### config.mk
export PLATFORM = sky130hd
export DESIGN_NAME = custom_float_add_multiply
export DESIGN_NICKNAME = d
export VERILOG_FILES = /design/src/design/cfam_pkg.sv /design/src/design/custom_float_add_multiply.sv
export SDC_FILE = /design/constraint.sdc
export NUM_CORES = 1
export LEC_CHECK = 0
export CAP_MARGIN = 40
export CORE_UTILIZATION = 52
export CTS_CLUSTER_DIAMETER = 30
export DETAILED_ROUTE_END_ITERATION = 8
export DONT_BUFFER_PORTS = 1
export PLACE_DENSITY_LB_ADDON = 0.12
export SETUP_SLACK_MARGIN = 0.3
export SYNTH_ARGS = -nofsm -noshare
export SYNTH_HDL_FRONTEND = slang
export SYNTH_SLANG_ARGS = --single-unit
export TNS_END_PERCENT = 5
### constraint.sdc
create_clock -name clk -period 6.09 [get_ports clk]
set_clock_uncertainty 0.05 [all_clocks]
set_input_delay 1.218 -clock clk [delete_from_list [all_inputs] [get_ports clk]]
set_output_delay 1.218 -clock clk [all_outputs]
set_load 0.005 [all_outputs]
### src/design/cfam_pkg.sv
`timescale 1ns / 1ps

package cfam_pkg;

    // operation select carried on the command field
    typedef enum logic
    {
        CMD_ADD = 1'b0,
        CMD_MUL = 1'b1
    } cmd_t;

endpackage

### src/design/custom_float_add_multiply.sv
`timescale 1ns / 1ps

// adder and multiplier for a sign / exponent / unnormalized fraction format
// input channel: command plus operands a and b, moved by in_valid / in_stall;
//   a transfer happens at a rising edge with in_valid high and in_stall low
// output channel: res_sign, res_exp, res_frac, exp_overflow, moved by
//   out_valid / out_stall in the same way
// command 0 adds, command 1 multiplies; one result for every operand pair
// pipeline: 3 register stages; a result is registered through the operand
//   compare and product stage, the align and leading-one stage, and the
//   add/subtract and normalize stage feeding the output register
// throughput: one operand pair per cycle when the receiver does not stall;
//   every stage is a plain register stage with its own valid bit
// when the receiver stalls the output register holds, stages behind it keep
//   filling empty slots, and in_stall rises once the pipeline is full
// reset clears all valid bits; the pipeline comes up empty with in_stall low
module custom_float_add_multiply #(
    parameter int FRAC_WIDTH = 18,
    parameter int EXP_WIDTH  = 16
) (
    input  logic                  clk,
    input  logic                  rst_n,
    input  logic                  in_valid,
    output logic                  in_stall,
    input  logic                  command,
    input  logic                  a_sign,
    input  logic [EXP_WIDTH-1:0]  a_exp,
    input  logic [FRAC_WIDTH-1:0] a_frac,
    input  logic                  b_sign,
    input  logic [EXP_WIDTH-1:0]  b_exp,
    input  logic [FRAC_WIDTH-1:0] b_frac,
    output logic                  out_valid,
    input  logic                  out_stall,
    output logic                  res_sign,
    output logic [EXP_WIDTH-1:0]  res_exp,
    output logic [FRAC_WIDTH-1:0] res_frac,
    output logic                  exp_overflow
);

    localparam int PW      = 2 * FRAC_WIDTH;
    localparam int SHIFT_W = $clog2(FRAC_WIDTH + 1);
    localparam int EXT_W   = ((EXP_WIDTH > SHIFT_W) ? EXP_WIDTH : SHIFT_W) + 2;
    localparam logic [EXP_WIDTH-1:0] EXP_MAX = {EXP_WIDTH{1'b1}};

    // handshake between stages
    logic out_ready;
    logic s2_ready;
    logic s1_ready;

    // stage 1 registers
    logic                  s1_valid_reg;
    logic                  s1_mul_reg;
    logic                  s1_a_sign_reg;
    logic                  s1_b_sign_reg;
    logic [FRAC_WIDTH-1:0] s1_a_frac_reg;
    logic [FRAC_WIDTH-1:0] s1_b_frac_reg;
    logic                  s1_a_gt_reg;
    logic [EXP_WIDTH-1:0]  s1_diff_reg;
    logic [EXP_WIDTH-1:0]  s1_e_big_reg;
    logic [PW-1:0]         s1_prod_reg;
    logic [EXP_WIDTH:0]    s1_esum_reg;
    logic                  s1_zero_reg;

    logic                  s1_a_gt_next;
    logic [EXP_WIDTH-1:0]  s1_diff_next;
    logic [EXP_WIDTH-1:0]  s1_e_big_next;
    logic [PW-1:0]         s1_prod_next;
    logic [EXP_WIDTH:0]    s1_esum_next;
    logic                  s1_zero_next;

    // stage 2 registers
    logic                  s2_valid_reg;
    logic                  s2_mul_reg;
    logic                  s2_a_sign_reg;
    logic                  s2_b_sign_reg;
    logic [FRAC_WIDTH-1:0] s2_af_reg;
    logic [FRAC_WIDTH-1:0] s2_bf_reg;
    logic [EXP_WIDTH-1:0]  s2_e_big_reg;
    logic [PW-1:0]         s2_prod_reg;
    logic [EXP_WIDTH:0]    s2_esum_reg;
    logic                  s2_zero_reg;
    logic [SHIFT_W-1:0]    s2_shift_reg;

    logic [FRAC_WIDTH-1:0] s2_af_next;
    logic [FRAC_WIDTH-1:0] s2_bf_next;
    logic [SHIFT_W-1:0]    s2_shift_next;

    // output registers
    logic                  out_valid_reg;
    logic                  res_sign_reg;
    logic [EXP_WIDTH-1:0]  res_exp_reg;
    logic [FRAC_WIDTH-1:0] res_frac_reg;
    logic                  exp_overflow_reg;

    logic                  res_sign_next;
    logic [EXP_WIDTH-1:0]  res_exp_next;
    logic [FRAC_WIDTH-1:0] res_frac_next;
    logic                  exp_overflow_next;

    assign out_ready = !out_valid_reg || !out_stall;
    assign s2_ready  = !s2_valid_reg || out_ready;
    assign s1_ready  = !s1_valid_reg || s2_ready;
    assign in_stall  = !s1_ready;

    // stage 1: exponent compare and difference, full product, exponent sum
    always_comb
    begin
        s1_a_gt_next  = a_exp > b_exp;
        s1_diff_next  = s1_a_gt_next ? (a_exp - b_exp) : (b_exp - a_exp);
        s1_e_big_next = s1_a_gt_next ? a_exp : b_exp;
        s1_prod_next  = PW'(a_frac) * PW'(b_frac);
        s1_esum_next  = (EXP_WIDTH + 1)'(a_exp) + (EXP_WIDTH + 1)'(b_exp);
        s1_zero_next  = (a_frac == '0) || (b_frac == '0);
    end

    always_ff @(posedge clk or negedge rst_n)
    begin
        if (!rst_n)
        begin
            s1_valid_reg <= 1'b0;
        end
        else if (s1_ready)
        begin
            s1_valid_reg <= in_valid;
        end
    end

    always_ff @(posedge clk)
    begin
        if (s1_ready && in_valid)
        begin
            s1_mul_reg    <= (command == cfam_pkg::CMD_MUL);
            s1_a_sign_reg <= a_sign;
            s1_b_sign_reg <= b_sign;
            s1_a_frac_reg <= a_frac;
            s1_b_frac_reg <= b_frac;
            s1_a_gt_reg   <= s1_a_gt_next;
            s1_diff_reg   <= s1_diff_next;
            s1_e_big_reg  <= s1_e_big_next;
            s1_prod_reg   <= s1_prod_next;
            s1_esum_reg   <= s1_esum_next;
            s1_zero_reg   <= s1_zero_next;
        end
    end

    // stage 2: align the smaller operand, leading-one search on the product
    always_comb
    begin
        logic                  far;
        logic [FRAC_WIDTH-1:0] small_frac;
        far        = 32'(s1_diff_reg) >= 32'(FRAC_WIDTH);
        small_frac = s1_a_gt_reg ? s1_b_frac_reg : s1_a_frac_reg;
        small_frac = far ? '0 : (small_frac >> s1_diff_reg);
        s2_af_next = s1_a_gt_reg ? s1_a_frac_reg : small_frac;
        s2_bf_next = s1_a_gt_reg ? small_frac : s1_b_frac_reg;

        // only a leading one above the top fraction bit needs a shift
        s2_shift_next = '0;
        for (int i = FRAC_WIDTH; i < PW; i++)
        begin
            if (s1_prod_reg[i])
            begin
                s2_shift_next = SHIFT_W'(i - (FRAC_WIDTH - 1));
            end
        end
    end

    always_ff @(posedge clk or negedge rst_n)
    begin
        if (!rst_n)
        begin
            s2_valid_reg <= 1'b0;
        end
        else if (s2_ready)
        begin
            s2_valid_reg <= s1_valid_reg;
        end
    end

    always_ff @(posedge clk)
    begin
        if (s2_ready && s1_valid_reg)
        begin
            s2_mul_reg    <= s1_mul_reg;
            s2_a_sign_reg <= s1_a_sign_reg;
            s2_b_sign_reg <= s1_b_sign_reg;
            s2_af_reg     <= s2_af_next;
            s2_bf_reg     <= s2_bf_next;
            s2_e_big_reg  <= s1_e_big_reg;
            s2_prod_reg   <= s1_prod_reg;
            s2_esum_reg   <= s1_esum_reg;
            s2_zero_reg   <= s1_zero_reg;
            s2_shift_reg  <= s2_shift_next;
        end
    end

    // stage 3: add or subtract magnitudes, or normalize the product
    always_comb
    begin
        logic [FRAC_WIDTH:0]   sum;
        logic                  a_lt_b;
        logic [FRAC_WIDTH-1:0] f;
        logic [EXP_WIDTH-1:0]  e;
        logic                  s;
        logic [EXT_W-1:0]      e_tot;
        logic [PW-1:0]         p;

        sum    = (FRAC_WIDTH + 1)'(s2_af_reg) + (FRAC_WIDTH + 1)'(s2_bf_reg);
        a_lt_b = s2_af_reg < s2_bf_reg;
        e_tot  = EXT_W'(s2_esum_reg) + EXT_W'(s2_shift_reg);
        p      = s2_prod_reg >> s2_shift_reg;
        f      = '0;
        e      = s2_e_big_reg;
        s      = 1'b0;

        res_sign_next     = 1'b0;
        res_exp_next      = '0;
        res_frac_next     = '0;
        exp_overflow_next = 1'b0;

        if (s2_mul_reg)
        begin
            if (s2_zero_reg)
            begin
                // zero factor gives plain zero
            end
            else if (e_tot > EXT_W'(EXP_MAX))
            begin
                exp_overflow_next = 1'b1;
            end
            else
            begin
                res_sign_next = s2_a_sign_reg ^ s2_b_sign_reg;
                res_exp_next  = e_tot[EXP_WIDTH-1:0];
                res_frac_next = p[FRAC_WIDTH-1:0];
            end
        end
        else if (s2_a_sign_reg == s2_b_sign_reg && sum[FRAC_WIDTH] && e == EXP_MAX)
        begin
            exp_overflow_next = 1'b1;
        end
        else
        begin
            if (s2_a_sign_reg == s2_b_sign_reg)
            begin
                s = s2_a_sign_reg;
                if (sum[FRAC_WIDTH])
                begin
                    // carry moves into the top fraction bit
                    f = sum[FRAC_WIDTH:1];
                    e = e + EXP_WIDTH'(1);
                end
                else
                begin
                    f = sum[FRAC_WIDTH-1:0];
                end
            end
            else if (s2_a_sign_reg)
            begin
                s = !a_lt_b;
                f = a_lt_b ? (s2_bf_reg - s2_af_reg) : (s2_af_reg - s2_bf_reg);
            end
            else
            begin
                // equal magnitudes come out negative
                s = a_lt_b || (s2_af_reg == s2_bf_reg);
                f = s ? (s2_bf_reg - s2_af_reg) : (s2_af_reg - s2_bf_reg);
            end
            res_sign_next = s;
            res_exp_next  = (f == '0) ? '0 : e;
            res_frac_next = f;
        end
    end

    always_ff @(posedge clk or negedge rst_n)
    begin
        if (!rst_n)
        begin
            out_valid_reg <= 1'b0;
        end
        else if (out_ready)
        begin
            out_valid_reg <= s2_valid_reg;
        end
    end

    always_ff @(posedge clk)
    begin
        if (out_ready && s2_valid_reg)
        begin
            res_sign_reg     <= res_sign_next;
            res_exp_reg      <= res_exp_next;
            res_frac_reg     <= res_frac_next;
            exp_overflow_reg <= exp_overflow_next;
        end
    end

    assign out_valid    = out_valid_reg;
    assign res_sign     = res_sign_reg;
    assign res_exp      = res_exp_reg;
    assign res_frac     = res_frac_reg;
    assign exp_overflow = exp_overflow_reg;

    // an overflowed result is all zero
    a_overflow_zero: assert property (@(posedge clk) disable iff (!rst_n)
        out_valid && exp_overflow |-> !res_sign && res_exp == '0 && res_frac == '0)
        else $error("overflow result is not zero");

    // a zero fraction always carries exponent zero
    a_zero_exp: assert property (@(posedge clk) disable iff (!rst_n)
        out_valid && res_frac == '0 |-> res_exp == '0)
        else $error("zero fraction with nonzero exponent");

    // an input transfer always lands in the first stage
    a_in_lands: assert property (@(posedge clk) disable iff (!rst_n)
        in_valid && !in_stall |=> s1_valid_reg)
        else $error("input transfer lost");

    // a blocked middle stage keeps its item
    a_s2_holds: assert property (@(posedge clk) disable iff (!rst_n)
        s2_valid_reg && !out_ready |=> s2_valid_reg && $stable(s2_prod_reg))
        else $error("stage 2 item dropped under stall");

endmodule

==> results of run 1 <==
-- power breakdown --
part / leakage [uW] / internal [uW] / total, uW / switching (uW)
clock: 0.00117 / 2580 / 3770 / 1180
sequential: 0.00271 / 3000 / 3300 / 305
combinational: 0.0103 / 5920 / 12400 / 6490
total: 0.0142 / 11500 / 19500 / 7980
-- synth_stat cells (33+ instances only) --
cell,number
inv_1,434
nand2_1,338
edfxtp_1,275
fa_1,263
ha_1,216
and2_1,159
nor2_1,141
a21oi_1,128
clkbuf_1,123
o21ai_0,107
xnor2_1,81
mux2i_1,76
mux2_2,46
nor3_1,36
o22ai_1,34
a21o_1,33
-- cell type report --
cell class                      count  area [sq um]  share of cell area, %
Clock inverter                     51           659                   2.04
Timing Repair Buffer               76           583                   1.80
Inverter                          439          1650                   5.09
Multi-Input combinational cell   2085         18500                   57.1
Tap cell                          739           925                   2.86
Clock buffer                       71          1760                   5.42
Sequential cell                   278          8330                   25.7
-- timing repair --
action | in CTS | in global routing
cloned | 0 | 0
setup endpoints to repair | 13 | 14
resized for setup | 14 | 17
pin swaps | 14 | 12
setup buffers | 2 | 0
-- metal layers --
metal | global-route usage [%] | wire length (um) | up-vias
met5 | 0 | 11 | -
met4 | 9.27 | 2300 | 2
met3 | 6.20 | 6010 | 145
met2 | 42.8 | 34100 | 808
met1 | 42.1 | 37000 | 10705
li1 | - | - | 10005
-- critical path: cells and delay by family --
| kind | cells | cell delay (ns) |
|---|---|---|
| adder cells (fa/ha/maj) | 7 | 3.23 |
| buffers and inverters | 5 | 0.36 |
| AND/OR/NAND/NOR | 3 | 0.30 |
| XOR/XNOR | 1 | 0.13 |
| AO/OA/AOI/OAI | 6 | 1.29 |
-- cells by family after synthesis --
group	Yosys count
and+or+nand+nor	822
buffers and inverters	591
AOI/OAI and AO/OA	522
adders and majority gates	479
DFF	278
muxes	152
xor gates and xnor gates	110
-- metrics by stage --
step,area (sq um),setup TNS (ns),total power (uW),setup WS (ns)
final,32400,-0.689,19500,-0.200
after global routing,32400,-2.29,21100,-0.389
after CTS,32300,-0.807,19000,-0.197
after detailed placement,29800,-10.18,14800,-0.927
after global placement,29800,-8.83,14700,-0.791
after floorplan,29200,-7.03,10700,-0.709
-- path summary, 6_finish.rpt --
check                      cells past startpoint       startpoint              end
hold / removal                                 0            rst_n     s1_valid_reg
setup reg to reg                              14     s2_af_reg[1]       res_exp[8]
max in group asynchronous                      0            rst_n        out_valid
setup / recovery                              22        a_frac[5]  s1_prod_reg[28]
hold reg to reg                                0  s1_prod_reg[11]  s2_prod_reg[11]
min in group clk                               0  s1_prod_reg[11]  s2_prod_reg[11]
==> flow_metrics.tcl, run 1 <==
set metrics [dict create \
    die_area_sq_mm 0.0565 \
    cp_max_fo 20 \
    routed_via_density 5.79 \
    cts_hold_buf 0 \
    start_util_pct 53.1 \
    fin_nets 3501 \
    clock.fmax_mhz 159 \
    r2r_slack_ns 0.62 \
    die-width_um 238 \
    clockBufferDepth 3 \
    cts_tree "built" \
    synth_ff_type "edfxtp_1" \
    slew_headroom_pct 36.3 \
    numPlacedInstances 3615 \
    synth_top_family_by_area "adder cells" \
    synthCells 2954 \
    cap_violations 0 \
    utilization_pct 59.6 \
    setup_ws_ns -0.200 \
    grt_pass1_vias 22281 \
    worst_path_most_repeated_cell "fa_1" \
    grt-ovfl-total 0 \
    ys_ff_latch 278 \
    dp_hpwl_mm 62.5 \
    die_h_um 238 \
    root_buffer "clkbuf_16" \
    mostFrequentLayoutCells "inv_1, nand2_1, edfxtp_1" \
    synth-compound-area-share_pct 12.0 \
    synth_cell_types 90 \
    tightestPinTransition_ns 0.949 \
    numCtsBuffers 67 \
    ios 113 \
    grt_max_degree 60 \
    antenna_cells 0 \
    setup_viol 7 \
    synth-edff-count 275 \
    gp_congestion 0.934 \
    antenna_found_initial 3 \
    status "complete, but fails checks" \
    synth_nets 3508 \
    drtIter0Drc 1496 \
    synthAdderAreaFrac_pct 27.6 \
    nFillCells 4627 \
    portBuffers 0 \
    post-route-min-period_ns 6.29 \
    cp.arrival_ns 6.55 \
    rows 85 \
    critPathRequiredTime_ns 6.35 \
    final_common_cell "inv_1" \
    drt-pass1-iter-count 5 \
    grt_usage_pct 28.9 \
    synth-simple-area-share_pct 13.6 \
    syn2layout_area_growth_pct 12.1 \
    vias 21665 \
    violations "setup timing" \
    ir_drop_uv 817 \
    instances_no_fill 3739 \
    ys_seq_area_share_pct 28.9 \
    synth_area_leaders "edfxtp_1, fa_1, ha_1" \
    slew_viol_final 0 \
    postSynth.asyncResetShare_pct 1.08 \
    coreArea_sq_mm 0.0543 \
    cp-start-kind "input pin" \
    whs_ns 0.282 \
    htree_levels 3 \
    leakage_uw 0.0142 \
    netlist_area_sq_mm 0.0289 \
    worstSetupEndpointType "register" \
    yosys.area.top_type "edfxtp_1" \
    path_class "in2reg" \
    fin_crit_sh_pct 103 \
    hold_viol 0 \
    grt_setup_unrepaired "true" \
    drc 0 \
    hp-class "in2async" \
    grt_first_pass_wirelength_mm 125 \
    slowest_delay_ns 0.55 \
    drive_gt1_share_pct 11.4 \
    crit_chain "and2_1, fa_1, inv_2, fa_1, inv_1, fa_1, fa_1, fa_1, inv_1, fa_1, inv_2, ha_4, a211o_1, nor3_2, o211a_1, o21ai_2, a31oi_1, buf_4, nor2b_1, o21a_1, o41ai_2, xnor2_1" \
    muxShareOfSynthArea_pct 6.77 \
    cts.sinks 278 \
    wl_per_cell_um 21.2 \
    synth-xor-area-share_pct 3.34 \
    synth_top_area_share_pct 28.6 \
    clk_latency_ns 0.58 \
    yosysWarnings 0 \
    drt_wl_total_mm 79.4 \
    drtAntennaViolNets 0 \
    cp_slowest_cell "fa_1" \
    cts.clk_slew.worst_paths_ns 0.05 \
    power_density_mw_per_mm2 602 \
    avgSynthCellArea_sq_um 9.77 \
]
Note: power is estimated with default switching activity, not from simulation.
==> run 2, diff against run 1 <==
--- a/config.mk
+++ b/config.mk
@@ -11,7 +11,7 @@
 export DETAILED_ROUTE_END_ITERATION = 8
 export DONT_BUFFER_PORTS = 1
 export PLACE_DENSITY_LB_ADDON = 0.12
-export SETUP_SLACK_MARGIN = 0.3
+export SETUP_SLACK_MARGIN = 0.1
 export SYNTH_ARGS = -nofsm -noshare
 export SYNTH_HDL_FRONTEND = slang
 export SYNTH_SLANG_ARGS = --single-unit
==> run 2 against run 1 <==
  * The run still ends with setup timing left
  * Die area stayed put
  * Core utilization is 0.071 points lower
  * Via count is 0.21% higher
  * Count of clock-buffer cells in the layout stayed put
  * Final cell count stayed put
  * Hold slack worse by 0.0045 ns
  * Routed wire length hardly changed
  * Total power is 1.0% lower
  * Design area is 0.12% lower
  * Sequential share of layout area hardly changed
  * Sequential power hardly changed
  * Largest cell class unchanged
==> flow_metrics.tcl, run 2 (synthesized netlist as in run 1, its figures left out) <==
set metrics [dict create \
    status "complete, but fails checks" \
    violations "setup timing" \
    drtIter0Drc 1712 \
    cts_tree "built" \
    fin_nets 3501 \
    path_depth 22 \
    ios 113 \
    pre_cts_ws_ns -0.927 \
    ir_drop_uv 803 \
    drtAntennaViolNets 0 \
    worst_path_most_repeated_cell "fa_1" \
    drive_gt1_share_pct 11.1 \
    htree_levels 3 \
    slew_viol_final 0 \
    cp_max_fo 20 \
    slowest_delay_ns 0.54 \
    setup_ws_ns -0.218 \
    setup_viol 7 \
    grt_first_pass_wirelength_mm 125 \
    cap_violations 0 \
    start_util_pct 53.1 \
    gp_congestion 0.934 \
    post-route-cell-area_sq_mm 0.0323 \
    die-width_um 238 \
    routed_via_density 5.81 \
    numCtsBuffers 67 \
    clk_latency_ns 0.58 \
    cp_slowest_cell "fa_1" \
    coreArea_sq_mm 0.0543 \
    cp_top_family "adder cells" \
    rows 85 \
    antenna_cells 0 \
    rr_endpoint "res_exp[8]" \
    hold_viol 0 \
    reg2reg_depth 14 \
    antenna_found_initial 3 \
    timing.rr.start "s2_af_reg[1]" \
    vias 21711 \
    power_uw 19300 \
    cts.sinks 278 \
    hp-class "in2async" \
    cp-startpoint "a_frac[5]" \
    cts_hold_buf 0 \
    worstSetupEndpointType "register" \
    portBuffers 0 \
    dp_hpwl_mm 62.5 \
    fin_crit_sh_pct 104 \
    grt_usage_pct 28.9 \
    clock.fmax_mhz 159 \
    root_buffer "clkbuf_16" \
    crit_chain "and2_1, fa_1, inv_1, fa_1, inv_1, fa_1, fa_1, fa_1, inv_1, fa_1, inv_2, ha_4, a211o_1, nor3_2, o211a_1, o21ai_1, a31oi_1, buf_4, nor2b_1, o21a_1, o41ai_2, xnor2_1" \
    leakage_uw 0.0142 \
    die_h_um 238 \
    slew_headroom_pct 32.7 \
    grt_pass1_vias 22294 \
    final_common_cell "inv_1" \
    grt-ovfl-total 0 \
    placed_cell_area_sq_mm 0.0298 \
    setup-tns-final_ns -0.713 \
    grt_setup_unrepaired "true" \
    mostFrequentLayoutCells "inv_1, nand2_1, edfxtp_1" \
    cp.arrival_ns 6.58 \
    critPathRequiredTime_ns 6.36 \
    cp-start-kind "input pin" \
    clockBufferDepth 3 \
    path_buf_inv 5 \
    drt-pass1-iter-count 6 \
    wl_per_cell_um 21.3 \
    path_class "in2reg" \
    grt_max_degree 60 \
    power_density_mw_per_mm2 596 \
    whs_ns 0.278 \
    tightestPinTransition_ns 0.996 \
    r2r_slack_ns 0.68 \
    die_area_sq_mm 0.0565 \
    post-route-min-period_ns 6.31 \
    drc 0 \
    cts.clk_slew.worst_paths_ns 0.05 \
    drt_wl_total_mm 79.5 \
    critPathCapture "s1_prod_reg[28]" \
    syn2layout_area_growth_pct 12.0 \
]
==> run 2: cell counts in the layout (fill, tap and decap cells not counted) <==
No cell type changed its count.
==> run 2: worst min path at each step <==
stage,cells past startpoint,end
2_1_floorplan,0,s2_a_sign_reg
5_1_grt,0,s1_valid_reg
3_5_place_dp,0,s2_e_big_reg[0]
3_3_place_gp,0,s2_esum_reg[11]
4_1_cts,0,s1_valid_reg
6_report,0,s1_valid_reg
==> run 2: layout make-up <==
type                            count  area (sq um)
Tap cell                          739           925
Clock inverter                     51           659
Inverter                          439          1650
Timing Repair Buffer               76           583
Multi-Input combinational cell   2085         18400
Clock buffer                       71          1760
Fill cell                        4629         22000
Sequential cell                   278          8330
==> run 2: what timing repair did <==
| action | CTS | global route |
|---|---|---|
| endpoints found under the setup margin | 11 | 13 |
| resized for setup | 12 | 10 |
| buffers inserted | 2 | 0 |
| pin swaps | 14 | 12 |
==> run 2: per-layer routing <==
layer / global-route usage [%] / part of all wire, % / up-vias
li1: - / - / 9993
met1: 42.1 / 47 / 10731
met2: 42.8 / 43 / 845
met3: 6.20 / 7.6 / 140
met4: 9.27 / 2.9 / 2
met5: 0 / 0.014 / -
==> run 2: per-stage QoR <==
step / util, % / instances
6_report: 59.5 / 3739
5_1_grt: 59.5 / 3739
4_1_cts: 59.4 / 3739
3_5_place_dp: 54.9 / 3615
3_3_place_gp: 54.8 / 3613
2_1_floorplan: - / 2954
==> run 2: where the power goes <==
| part | total (uW) | internal [uW] | switching [uW] |
|---|---|---|---|
| clock network | 3770 | 2580 | 1190 |
| registers | 3310 | 3000 | 306 |
| logic | 12200 | 5800 | 6400 |
==> run 3, diff against run 2 <==
--- a/config.mk
+++ b/config.mk
@@ -6,7 +6,7 @@
 export NUM_CORES = 1
 export LEC_CHECK = 0
 export CAP_MARGIN = 40
-export CORE_UTILIZATION = 52
+export CORE_UTILIZATION = 66
 export CTS_CLUSTER_DIAMETER = 30
 export DETAILED_ROUTE_END_ITERATION = 8
 export DONT_BUFFER_PORTS = 1
==> run 3 against run 2 <==
  * The run still ends with setup timing left
  * Routed wire length is 1.0% lower
  * Register-to-register slack better by 0.07 ns
  * Critical path depth is 1 lower
  * Via count is 2.2% higher
  * Sequential share of layout area is 0.39 points higher
  * Die area is 21% lower
  * Flip-flop and latch count stayed put
  * Critical path type unchanged
  * Critical endpoint is now s1_prod_reg[35]
  * Largest power group unchanged
==> flow_metrics.tcl, run 3 (synthesized netlist as in run 1, its figures left out) <==
set metrics [dict create \
    status "complete, but fails checks" \
    violations "setup timing" \
    cts.sinks 278 \
    antenna_cells 0 \
    cp-startpoint "a_frac[15]" \
    grt_pass1_vias 22403 \
    wl_per_cell_um 22.0 \
    clockBufferDepth 3 \
    fin_crit_sh_pct 101 \
    root_buffer "clkbuf_16" \
    utilization_pct 73.9 \
    cts_tree "built" \
    gp_congestion 0.944 \
    dp_hpwl_mm 59.6 \
    pre_cts_ws_ns -0.837 \
    clock.fmax_mhz 162 \
    drtIter0Drc 2516 \
    critPathRequiredTime_ns 6.39 \
    htree_levels 2 \
    mostFrequentLayoutCells "inv_1, nand2_1, edfxtp_1" \
    numCtsBuffers 60 \
    die_h_um 211 \
    fin_nets 3494 \
    hold_viol 0 \
    power_density_mw_per_mm2 615 \
    hp-class "in2async" \
    coreArea_sq_mm 0.0431 \
    nFillCells 2988 \
    die_area_sq_mm 0.0446 \
    cap_violations 0 \
    clk_latency_ns 0.62 \
    vias 22186 \
    drc 0 \
    cts.clk_slew.worst_paths_ns 0.05 \
    drt_wl_total_mm 78.7 \
    tightestPinTransition_ns 0.916 \
    ios 113 \
    start_util_pct 67.0 \
    leakage_uw 0.0140 \
    slew_headroom_pct 38.9 \
    setup_ws_ns -0.0658 \
    setup_viol 3 \
    timing.rr.start "s2_bf_reg[6]" \
    cp-start-kind "input pin" \
    post-route-min-period_ns 6.16 \
    ir_drop_uv 939 \
    grt-ovfl-total 0 \
    slew_viol_final 0 \
    cp.arrival_ns 6.46 \
    instances_no_fill 3574 \
    drive_gt1_share_pct 10.8 \
    numPlacedInstances 3456 \
    setup-tns-final_ns -0.122 \
    grt_first_pass_wirelength_mm 123 \
    drtAntennaViolNets 0 \
    portBuffers 0 \
    path_class "in2reg" \
    die-width_um 211 \
    power_uw 19600 \
    grt_setup_unrepaired "true" \
    routed_via_density 6.21 \
    antenna_found_initial 1 \
    final_common_cell "inv_1" \
    syn2layout_area_growth_pct 10.3 \
    grt_usage_pct 36.0 \
    cp_max_fo 20 \
    grt_max_degree 68 \
    worstSetupEndpointType "register" \
    drt-pass1-iter-count 6 \
    rows 76 \
]
run 3: timing repair:
action                     CTS  global route
setup buffers                7             0
hold buffers                 0             0
pin swaps                   22            27
gates resized for setup     21             9
setup endpoints to repair   10            13
run 3: metrics by stage:
stage | hold slack, ns | instance area (sq um)
detailed placement | 0.355 | 29600
global route | 0.222 | 31900
finish | 0.240 | 31900
floorplan | 0.350 | 29200
CTS | 0.215 | 31800
global placement | 0.350 | 29600
run 3: layer usage:
layer  wire length [um]  GRT usage [%]  part of all wire [%]  vias to the layer above
met2              34000           52.8                    43                     1139
li1                   -              -                     -                     9961
met3               8440           9.08                    11                      203
met5                  0              0                     0                        -
met4               2900           14.1                   3.7                        0
met1              33300           51.5                    42                    10883
run 3: final timing paths:
kind / slack [ns] / endpoint / cells past startpoint
worst max-delay path: -0.07 / s1_prod_reg[35] / 21
worst min-delay path: 0.24 / out_valid / 0
worst max register to register: 0.75 / res_exp[12] / 12
worst min register to register: 0.37 / s2_mul_reg / 0
max in group asynchronous: 5.68 / s2_valid_reg / 0
min in group clk: 0.37 / s2_mul_reg / 0
run 3: area by class of cell:
class / instances / area [sq um] / share of cell area [%]
multi-input combinational: 2085 / 18500 / 58.0
sequential: 278 / 8330 / 26.2
inverter: 439 / 1650 / 5.17
clock buffer: 65 / 1520 / 4.77
tap: 585 / 732 / 2.30
timing repair buffer: 76 / 591 / 1.85
clock inverter: 46 / 553 / 1.74
run 3: power by group:
group / internal [uW] / switching (uW) / total, uW
sequential: 3000 / 289 / 3290
combinational: 6140 / 6880 / 13000
clock: 2130 / 1160 / 3290
total: 11300 / 8320 / 19600
run 3: critical path: stages:
cell and delay (ns):
and2_1 0.16, fa_1 0.53, inv_1 0.05, fa_1 0.46, fa_1 0.52, inv_1 0.06, fa_1 0.50, fa_1 0.52
inv_1 0.05, fa_1 0.53, inv_1 0.06, ha_1 0.21, nor3_1 0.32, nor2b_1 0.20, o21a_1 0.21, o31ai_4 0.09
nand3_1 0.09, nand3b_1 0.10, a221o_1 0.32, a21oi_2 0.15, xnor2_1 0.09
